[src/rtl/bpc_pkg.sv]
// Shared types and constants of the button press classifier.
package bpc_pkg;

  // Width of each configuration register.
  localparam int CFG_W = 16;

  // Width of the configuration bus address and data.
  localparam int ADDR_W = 3;
  localparam int DATA_W = 32;

  // Register indexes, taken from paddr[2].
  localparam logic REG_LONG_PRESS    = 1'b0;
  localparam logic REG_DOUBLE_WINDOW = 1'b1;

  // Reset values of the registers.
  localparam logic [CFG_W-1:0] LONG_PRESS_RESET    = 16'd50;
  localparam logic [CFG_W-1:0] DOUBLE_WINDOW_RESET = 16'd10;

  // Event codes reported per tick.
  typedef enum logic [1:0] {
    EV_NONE   = 2'd0,
    EV_SHORT  = 2'd1,
    EV_DOUBLE = 2'd2,
    EV_LONG   = 2'd3
  } bpc_event_t;

  // Configuration as seen by the classifier.
  typedef struct packed {
    logic [CFG_W-1:0] long_press_ticks;
    logic [CFG_W-1:0] double_window_ticks;
  } bpc_cfg_t;

endpackage

[src/rtl/bpc_scan_if.sv]
// Stream interfaces for scan ticks and classification reports.
interface bpc_scan_if;
  logic valid;
  logic ready;
  logic key_released;

  modport source (output valid, output key_released, input ready);
  modport sink (input valid, input key_released, output ready);
endinterface

interface bpc_report_if;
  logic       valid;
  logic       ready;
  logic [1:0] press_event;
  logic       idle;

  modport source (output valid, output press_event, output idle, input ready);
  modport sink (input valid, input press_event, input idle, output ready);
endinterface

[src/rtl/bpc_cfg_regs.sv]
// APB configuration registers of the button press classifier.
module bpc_cfg_regs
  import bpc_pkg::*;
(
  input  logic              clk,
  input  logic              rst,
  input  logic              psel,
  input  logic              penable,
  input  logic              pwrite,
  input  logic [ADDR_W-1:0] paddr,
  input  logic [DATA_W-1:0] pwdata,
  output logic [DATA_W-1:0] prdata,
  output logic              pready,
  output bpc_cfg_t          cfg
);

  logic wr_en;
  logic reg_sel;

  assign pready  = 1'b1;
  assign reg_sel = paddr[2];
  assign wr_en   = psel && penable && pwrite && pready;

  // Register writes complete in the access cycle.
  always_ff @(posedge clk) begin
    if (rst) begin
      cfg.long_press_ticks    <= LONG_PRESS_RESET;
      cfg.double_window_ticks <= DOUBLE_WINDOW_RESET;
    end else if (wr_en) begin
      if (reg_sel == REG_LONG_PRESS) begin
        cfg.long_press_ticks <= pwdata[CFG_W-1:0];
      end else begin
        cfg.double_window_ticks <= pwdata[CFG_W-1:0];
      end
    end
  end

  // Read data is a plain decode of the address.
  always_comb begin
    if (reg_sel == REG_LONG_PRESS) begin
      prdata = DATA_W'(cfg.long_press_ticks);
    end else begin
      prdata = DATA_W'(cfg.double_window_ticks);
    end
  end

endmodule

[src/rtl/bpc_classifier.sv]
// Press classification state machine with hold and gap counters.
module bpc_classifier
  import bpc_pkg::*;
#(
  parameter int COUNT_BITS = 16
) (
  input  logic       clk,
  input  logic       rst,
  input  logic       step,
  input  logic       key_released,
  input  bpc_cfg_t   cfg,
  output bpc_event_t press_event,
  output logic       idle
);

  localparam int CMP_W = (COUNT_BITS > CFG_W) ? COUNT_BITS : CFG_W;

  typedef enum logic [4:0] {
    PH_IDLE      = 5'b00001,
    PH_HELD      = 5'b00010,
    PH_LONG_WAIT = 5'b00100,
    PH_GAP       = 5'b01000,
    PH_SECOND    = 5'b10000
  } phase_t;

  phase_t                phase;
  phase_t                phase_next;
  logic [COUNT_BITS-1:0] hold_count;
  logic [COUNT_BITS-1:0] hold_count_next;
  logic [COUNT_BITS-1:0] gap_count;
  logic [COUNT_BITS-1:0] gap_count_next;
  logic [COUNT_BITS-1:0] hold_inc;
  logic [COUNT_BITS-1:0] gap_inc;
  logic                  hold_over;
  logic                  gap_under;
  logic                  gap_over;

  // Saturating increments and threshold compares.
  assign hold_inc  = (&hold_count) ? hold_count : hold_count + 1'b1;
  assign gap_inc   = (&gap_count) ? gap_count : gap_count + 1'b1;
  assign hold_over = CMP_W'(hold_inc) > CMP_W'(cfg.long_press_ticks);
  assign gap_under = CMP_W'(gap_inc) < CMP_W'(cfg.double_window_ticks);
  assign gap_over  = CMP_W'(gap_inc) > CMP_W'(cfg.double_window_ticks);

  // Next state and event for the current tick.
  always_comb begin
    phase_next      = phase;
    hold_count_next = hold_count;
    gap_count_next  = gap_count;
    press_event     = EV_NONE;
    case (phase)
      PH_IDLE: begin
        if (!key_released) begin
          phase_next      = PH_HELD;
          hold_count_next = '0;
        end
      end
      PH_HELD: begin
        if (key_released) begin
          phase_next     = PH_GAP;
          gap_count_next = '0;
        end else begin
          hold_count_next = hold_inc;
          if (hold_over) begin
            press_event = EV_LONG;
            phase_next  = PH_LONG_WAIT;
          end
        end
      end
      PH_LONG_WAIT: begin
        if (key_released) begin
          phase_next = PH_IDLE;
        end
      end
      PH_GAP: begin
        gap_count_next = gap_inc;
        if (!key_released) begin
          // A press at or after the window is swallowed.
          if (gap_under) begin
            phase_next      = PH_SECOND;
            hold_count_next = '0;
          end
        end else if (gap_over) begin
          press_event = EV_SHORT;
          phase_next  = PH_IDLE;
        end
      end
      PH_SECOND: begin
        if (key_released) begin
          press_event = EV_DOUBLE;
          phase_next  = PH_IDLE;
        end else begin
          hold_count_next = hold_inc;
          if (hold_over) begin
            press_event = EV_LONG;
            phase_next  = PH_IDLE;
          end
        end
      end
      default: begin
        phase_next = PH_IDLE;
      end
    endcase
  end

  assign idle = (phase_next == PH_IDLE);

  // State advances once per classified tick.
  always_ff @(posedge clk) begin
    if (rst) begin
      phase      <= PH_IDLE;
      hold_count <= '0;
      gap_count  <= '0;
    end else if (step) begin
      phase      <= phase_next;
      hold_count <= hold_count_next;
      gap_count  <= gap_count_next;
    end
  end

endmodule

[src/rtl/button_press_classifier_unit.sv]
// Top level of the button press classifier.
//
//   channel  | direction | payload                | handshake
//   ---------+-----------+------------------------+----------------------------
//   scan     | in        | key_released           | valid/ready
//   report   | out       | press_event, idle      | valid/ready
//   apb      | in        | long, window registers | psel/penable, pready high
//
// One scan tick is taken every clock while reports are not stalled; each tick yields one report.
// The input register and the result register each hold one transaction, and the
// state machine steps as a transaction moves from the first to the second.
// Reset clears the state, both valid flags and the registers to 50 and 10 ticks.
// A stalled report holds its data and stalls the input only once both registers are full.
module button_press_classifier_unit
  import bpc_pkg::*;
#(
  parameter int COUNT_BITS = 16
) (
  input  logic              clk,
  input  logic              rst,
  bpc_scan_if.sink          scan,
  bpc_report_if.source      report,
  input  logic              psel,
  input  logic              penable,
  input  logic              pwrite,
  input  logic [ADDR_W-1:0] paddr,
  input  logic [DATA_W-1:0] pwdata,
  output logic [DATA_W-1:0] prdata,
  output logic              pready
);

  bpc_cfg_t   cfg;
  logic       in_valid;
  logic       in_key;
  logic       out_valid;
  logic [1:0] out_event;
  logic       out_idle;
  logic       step;
  bpc_event_t step_event;
  logic       step_idle;

  bpc_cfg_regs u_cfg (
    .clk     (clk),
    .rst     (rst),
    .psel    (psel),
    .penable (penable),
    .pwrite  (pwrite),
    .paddr   (paddr),
    .pwdata  (pwdata),
    .prdata  (prdata),
    .pready  (pready),
    .cfg     (cfg)
  );

  bpc_classifier #(
    .COUNT_BITS (COUNT_BITS)
  ) u_class (
    .clk          (clk),
    .rst          (rst),
    .step         (step),
    .key_released (in_key),
    .cfg          (cfg),
    .press_event  (step_event),
    .idle         (step_idle)
  );

  // A tick is classified when the result register is free or draining.
  assign step       = in_valid && (!out_valid || report.ready);
  assign scan.ready = !in_valid || step;

  // Input register.
  always_ff @(posedge clk) begin
    if (rst) begin
      in_valid <= 1'b0;
    end else if (scan.valid && scan.ready) begin
      in_valid <= 1'b1;
    end else if (step) begin
      in_valid <= 1'b0;
    end
  end

  always_ff @(posedge clk) begin
    if (scan.valid && scan.ready) begin
      in_key <= scan.key_released;
    end
  end

  // Result register.
  always_ff @(posedge clk) begin
    if (rst) begin
      out_valid <= 1'b0;
    end else if (step) begin
      out_valid <= 1'b1;
    end else if (report.ready) begin
      out_valid <= 1'b0;
    end
  end

  always_ff @(posedge clk) begin
    if (step) begin
      out_event <= step_event;
      out_idle  <= step_idle;
    end
  end

  assign report.valid       = out_valid;
  assign report.press_event = out_event;
  assign report.idle        = out_idle;

endmodule

[src/flat_wrapper.sv]
// flat-port wrapper written by rule: the top's interface ports become plain ports
module button_press_classifier_unit_flat import bpc_pkg::*;
#(
  parameter int COUNT_BITS = 16
)
  (clk, rst, psel, penable, pwrite, paddr, pwdata, prdata, pready, scan_valid, scan_key_released, scan_ready, report_valid, report_press_event, report_idle, report_ready);
  bpc_scan_if scan_i ();
  bpc_report_if report_i ();
  input  logic clk;
  input  logic rst;
  input  logic psel;
  input  logic penable;
  input  logic pwrite;
  input  logic [ADDR_W-1:0] paddr;
  input  logic [DATA_W-1:0] pwdata;
  output logic [DATA_W-1:0] prdata;
  output logic pready;
  input wire logic [$bits(scan_i.valid)-1:0] scan_valid;
  input wire logic [$bits(scan_i.key_released)-1:0] scan_key_released;
  output wire logic [$bits(scan_i.ready)-1:0] scan_ready;
  output wire logic [$bits(report_i.valid)-1:0] report_valid;
  output wire logic [$bits(report_i.press_event)-1:0] report_press_event;
  output wire logic [$bits(report_i.idle)-1:0] report_idle;
  input wire logic [$bits(report_i.ready)-1:0] report_ready;
  assign scan_i.valid = scan_valid;
  assign scan_i.key_released = scan_key_released;
  assign scan_ready = scan_i.ready;
  assign report_valid = report_i.valid;
  assign report_press_event = report_i.press_event;
  assign report_idle = report_i.idle;
  assign report_i.ready = report_ready;
  button_press_classifier_unit #(.COUNT_BITS(COUNT_BITS)) u_core (.clk(clk), .rst(rst), .scan(scan_i), .report(report_i), .psel(psel), .penable(penable), .pwrite(pwrite), .paddr(paddr), .pwdata(pwdata), .prdata(prdata), .pready(pready));
endmodule
[config.mk]
export PLATFORM = sky130hd
export DESIGN_NAME = button_press_classifier_unit_flat
export DESIGN_NICKNAME = d
export VERILOG_FILES = /design/src/rtl/bpc_pkg.sv /design/src/rtl/bpc_scan_if.sv /design/src/rtl/bpc_cfg_regs.sv /design/src/rtl/bpc_classifier.sv /design/src/rtl/button_press_classifier_unit.sv /design/src/flat_wrapper.sv
export SDC_FILE = /design/constraint.sdc
export NUM_CORES = 1
export LEC_CHECK = 0
export ABC_AREA = 1
export BUFFER_PORTS_ARGS = -buffer_cell sky130_fd_sc_hd__buf_2
export CAP_MARGIN = 10
export CORE_MARGIN = 2
export CORE_UTILIZATION = 53
export CTS_BUF_LIST = sky130_fd_sc_hd__clkbuf_2
export CTS_CLUSTER_SIZE = 10
export DETAILED_ROUTE_END_ITERATION = 8
export PLACE_DENSITY = 0.86
export SYNTH_ARGS = -nofsm -noshare
export SYNTH_HDL_FRONTEND = slang
export SYNTH_SLANG_ARGS = --single-unit
[constraint.sdc]
create_clock -name clk -period 3.5 [get_ports clk]
set_clock_uncertainty 0.1 [all_clocks]
set_input_delay 0.35 -clock clk [delete_from_list [all_inputs] [get_ports clk]]
set_output_delay 0.35 -clock clk [all_outputs]
set_load 0.02 [all_outputs]
After elaboration in Yosys (flattened, before gate mapping)
Index checks and enable logic that the tools add are counted.

cells by class
  reduce and logical (&&, ||, !) cells = 19
  muxes and demuxes = 30
  equal/unequal tests = 11
  magnitude comparators = 3
  add/sub/neg operators = 2
  bitwise gates (word level) = 1

operators by type and width
  cell                     count
  $mux W16                 8
  $pmux W16 S3             1
  $mux W5                  9
  $add A16 B1 Y16 const B  2
  $gt A16 B16 Y1           2
  $pmux W16 S2             1
  $reduce_and A16 Y1       2
  $pmux W5 S5              1
  $lt A16 B16 Y1           1
  $eq A5 B1 Y1 const B     2
  $ne A2 B2 Y1 const B     4
  $mux W1                  6
  $mux W2                  3
  $pmux W2 S3              1
  $reduce_and A6 Y1        1
  $reduce_bool A2 Y1       3
  $eq A5 B2 Y1 const B     1
  $eq A5 B3 Y1 const B     1
  $eq A5 B4 Y1 const B     1
  $eq A5 B5 Y1 const B     1
  $logic_and A1 B1 Y1      4
  $reduce_and A2 Y1        2
  $reduce_and A3 Y1        1
  $reduce_bool A3 Y1       1
  other kinds (5)          7

storage, ports and cells
  output and inout port bits = 38
  logic and storage cells = 76
  flip-flop bits (word level) = 75
  input bits = 43

Longest topological paths before layout
  depth after elaboration = 7
  mapped depth = 23
  depth with buffers taken out = 23

By module
Synthesis repeated with hierarchy kept, for this count alone.

unflattened totals
  cells, all modules = 852
  area total of the unflattened synthesis = 5,426.5 µm²

by module, submodules not included
  module                        seq. area each (µm²)  cells an instance  times used  area an instance (µm²)
  bpc_classifier                740.7                 574                1           3,508.4
  bpc_cfg_regs                  640.6                 262                1           1,706.6
  button_press_classifier_unit  160.2                 16                 1           211.5

Worst setup path before layout
Ideal clock, no wire load.

  path kind = flip-flop to flip-flop
  from = register u_core.u_class.gap_count[0]
  to = register u_core.u_class.hold_count[7]
  slack = 0.738 ns
  arrival = 2.591 ns
  period minus slack after synthesis = 2.762 ns
  cell stages (with the launch flop) = 22
  library setup time = 0.070 ns
  path through = dfxtp_1 -> ha_1 -> nand3_1 -> nor2_1 -> nand4_1 -> inv_1 -> nand2_1 -> o21a_1 -> ha_1 -> inv_1 -> o21bai_1 -> nand2_1 -> nand2_1 -> nand2_1 -> nand2_1 -> nand2_1 -> nand2_1 -> nand2_2 -> nand2_2 -> buf_6 -> nand2_1 -> a21oi_1

between the ends
  longest elaborated chain between the ends = 5
  elaborated cells between the ends (all ways) = 6

ends and longest elaborated chain
  what                                                   RTL line               text
  from (decl)                                            bpc_classifier.sv:30   logic [COUNT_BITS-1:0] gap_count;
  from (signal assigned)                                 bpc_classifier.sv:117  gap_count <= gap_count_next;
  $add A16 B1 Y16 or $reduce_and A16 Y1 (tied branches)  bpc_classifier.sv:40   assign gap_inc = (&gap_count) ? gap_count : gap_count + 1'b1;
  $mux W16 (*)                                           bpc_classifier.sv:40
  $lt A16 B16 Y1 (*)                                     bpc_classifier.sv:42   assign gap_under = CMP_W'(gap_inc) < CMP_W'(cfg.double_window_ticks);
  $ne A2 B2 Y1 (no source line) (*)                      -
  $reduce_and A6 Y1 (no source line) (*)                 -
  to (signal assigned)                                   bpc_classifier.sv:116  hold_count <= hold_count_next;
  to (decl)                                              bpc_classifier.sv:28   logic [COUNT_BITS-1:0] hold_count;

Mark *: on every way between the ends. The rest lies on a longest branch, timed or not.
A chain may end at the register's enable or synchronous reset.

Worst setup path in the final report
  from = register u_core.u_class.hold_count[0]
  to = register u_core.out_idle (netlist: u_core.report.idle), data pin

between the ends
  longest elaborated chain between the ends = 7
  elaborated cells between the ends (all ways) = 10

ends and longest elaborated chain
  what                                                   RTL line                                    text
  $add A16 B1 Y16 or $reduce_and A16 Y1 (tied branches)  bpc_classifier.sv:39                        assign hold_inc = (&hold_count) ? hold_count : hold_count + 1'b1;
  $mux W16 (*)                                           bpc_classifier.sv:39
  $gt A16 B16 Y1 (*)                                     bpc_classifier.sv:41                        assign hold_over = CMP_W'(hold_inc) > CMP_W'(cfg.long_press_ticks);
  $mux W5 (on tied branches)                             bpc_classifier.sv:94, bpc_classifier.sv:64
  $mux W5 (on tied branches)                             bpc_classifier.sv:89, bpc_classifier.sv:59
  $pmux W5 S5 (*)                                        bpc_classifier.sv:51                        case (phase)
  $eq A5 B1 Y1 (*)                                       bpc_classifier.sv:106                       assign idle = (phase_next == PH_IDLE);
  via u_core.step_idle                                   button_press_classifier_unit.sv:40          logic step_idle;
  to (signal assigned)                                   button_press_classifier_unit.sv:102         out_idle <= step_idle;
  to (decl)                                              button_press_classifier_unit.sv:37          logic out_idle;

Mark *: on every way through the listed nets, which the timed path passes. The rest lies on a longest branch.

==> results.cfg <==
[status]
outcome = finished clean

[synthesis]
ys_async_sr_fraction = 0
synth_ff_type = dfxtp_1
synth_edf_count = 4
synth-seq-cells = 75
yosys.cell_count.top_type = nand2_1
synth-seq-area-share = 0.310
yosys.area.top_type = dfxtp_1
yosysWarnings = 0
synth_cells = 740
synthTopCellsByArea = dfxtp_1, nand2_1, a21oi_1
yosysTopAreaCellShare = 0.286
syn_avg_cell_area_sq_um = 6.71
netlist_area_sq_um = 4970
yosysUniqueCellTypes = 37
synthTopCellsByCount = nand2_1, a21oi_1, inv_1

[floorplanning]
dieArea_sq_um = 10200
start_util = 0.543
rows = 35
die_h_um = 101
ios = 81
core_sq_um = 9150
die_width_um = 101

[layout]
fin_cells = 918
area_growth_pct = 11.5
layout-drive-gt1-share = 0.128
num-nets-final = 878

[setup_path]
rr_startpoint = u_core.u_class.hold_count[0]$_SDFFE_PP0P_
crit_path_end_kind = flip-flop
required_ns = 3.72
cp_data_arrival_time_ns = 3.38
startpoint = u_core.u_class.hold_count[0]$_SDFFE_PP0P_
path_max_fanout = 10
start_kind = flip-flop
critical_path_class = reg2reg

[routing]
first_pass_iters = 5
post_drt_wl_per_cell_um = 13.2
drt_wl_total_um = 12100
drc_errors = 0
viasPerCell = 5.28
drt_iter0_markers = 228
drtAntennaViolNets = 0
vias = 4850

[global_route]
grt-ovfl-total = 0
grtUsageTotal = 0.247
grt_pass1_wl_um = 20000
grt_max_degree = 45
first_global_vias = 4336
antenna_found_initial = 1

[power]
total_leakage_power_nw = 2.56
pwr-share-comb = 0.134
ir_drop_mv = 0.176
power.density_nw_per_um2 = 291
intPower_mw = 1.12
p_switching_mw = 0.494
p_clk_frac = 0.309
swShare = 0.307
seq_power_share = 0.557

[clock_tree]
clock_path_buffers = 2
root_buffer = clkbuf_2
clk_latency_ns = 0.56
cts_tree = yes
numCtsBuffers = 9
clk_pin_slew_ns = 0.22
cts_sinks = 75
cts-htree-levels = 3

[timing]
grt_setup_unrepaired = no
finalHoldViolations = 0
tns_ns = 0
max_freq_mhz = 317
finalSetupViolCount = 0
fin_crit_sh = 0.903
relSlewSlack = 0.512
slew_violations = 0
period_needed_ns = 3.16
tightestPinTransition_ns = 0.729

[placement]
dpl.cell_count = 878
gp_congestion = 0.951
io_buffers = 45
hpwl_um = 8480

[hold_path]
worstHoldStart = penable
min_path_type = in2reg

[job]
drv_cap = 0
## routing by layer
metal,wire length (um),share of wire,GRT usage
met1,5130,0.42,0.303
met2,6020,0.50,0.437
met3,719,0.059,0.0374
met4,246,0.020,0.0875
met5,0,0,0
## repair_timing
item | CTS | global route
resized for setup | 0 | 5
hold buffers | 20 | 0
setup endpoints to repair | 0 | 5
hold endpoints to repair | 27 | 0
setup buffers | 0 | 3
## through the flow
stage          hold slack [ns]  power, mW  utilization  area [sq um]  setup WS (ns)
2_1_floorplan            0.345       1.07            -          5020          0.738
3_3_place_gp             0.355       1.10        0.567          5180          0.389
3_5_place_dp             0.362       1.11        0.567          5180          0.345
4_1_cts                  0.181       1.62        0.601          5500          0.313
5_1_grt                  0.214       1.69        0.605          5540         0.0266
6_report                 0.165       1.61        0.605          5540          0.341
## critical path: stages (launching register included)
cell	delay, ns
dfxtp_2	0.42
ha_1	0.19
nand3_1	0.15
nor3_4	0.35
nand3_4	0.20
inv_2	0.17
nand2_1	0.06
o21ai_1	0.10
inv_1	0.06
ha_1	0.29
nand2_1	0.07
nand2_1	0.04
nand2_1	0.05
nand2_1	0.05
nand2_1	0.06
nand2_1	0.05
nand2_1	0.05
nand2_1	0.04
nand2_1	0.15
nand2_1	0.09
nand2_1	0.09
nand3_1	0.09
## power by group through the flow
stage / registers (mW) / clock network, mW / logic (mW)
floorplan: 0.915 / 0 / 0.151
detailed placement: 0.914 / 0 / 0.193
finish: 0.897 / 0.499 / 0.216
CTS: 0.897 / 0.510 / 0.211
global placement: 0.913 / 0 / 0.190
global route: 0.900 / 0.545 / 0.242
## registers in the layout, summed over array words and instances, names as in the netlist
register	cells
u_core.report.press_event	2
u_core.in_key	1
u_core.u_cfg.cfg	32
u_core.report.valid	1
u_core.in_valid	1
u_core.u_class.phase	5
u_core.u_class.gap_count	16
u_core.report.idle	1
u_core.u_class.hold_count	16
## path summary, 6_finish.rpt
kind	end	slack (ns)	cells after the start
hold reg to reg	u_core.u_class.hold_count[15]$_SDFFE_PP0P_	0.39	2
hold / removal	u_core.u_cfg.cfg[3]$_SDFFE_PP1P_	0.17	4
setup reg to reg	u_core.report.idle$_DFFE_PP_	0.34	21
setup / recovery	u_core.report.idle$_DFFE_PP_	0.34	21
## cells by family after synthesis
family,after synthesis,share of synthesized area
simple gates,314,0.277
compound gates,165,0.176
buf+inv,135,0.122
flops,75,0.310
fa+ha+maj,34,0.0857
xor+xnor,15,0.0265
other cells,2,0.00151
## cell type report
type,instances,area [sq um]
Fill cell,847,3620
Multi-Input combinational cell,545,2880
Sequential cell,75,1550
Timing Repair Buffer,74,493
Inverter,96,360
Tap cell,111,139
Clock inverter,7,66.3
Clock buffer,9,45.0
Antenna cell,1,2.50
## placed cells by master (no fill, tap or decap), types with 2 or more instances in the layout
cell type and count:
dfxtp_1 68, nand2_2 5, edfxtp_1 4, inv_6 2, inv_1 87, inv_2 9
dfxtp_2 3, nand4_1 11, nand3_1 41, o21ai_0 56, nand2_1 182, or2_2 3
a21oi_1 97, buf_4 9, dlygate4sd3_1 20, nor2_2 4, a21o_1 2, nor2_1 49
xor2_1 14, o21a_1 3, clkinv_1 3, clkbuf_2 9, nor3_1 7, o21bai_1 2
ha_1 34, nor3_2 4, nand2_4 2, conb_1 17, nor3_4 2, buf_2 45
(Power assumes the default switching activity.)
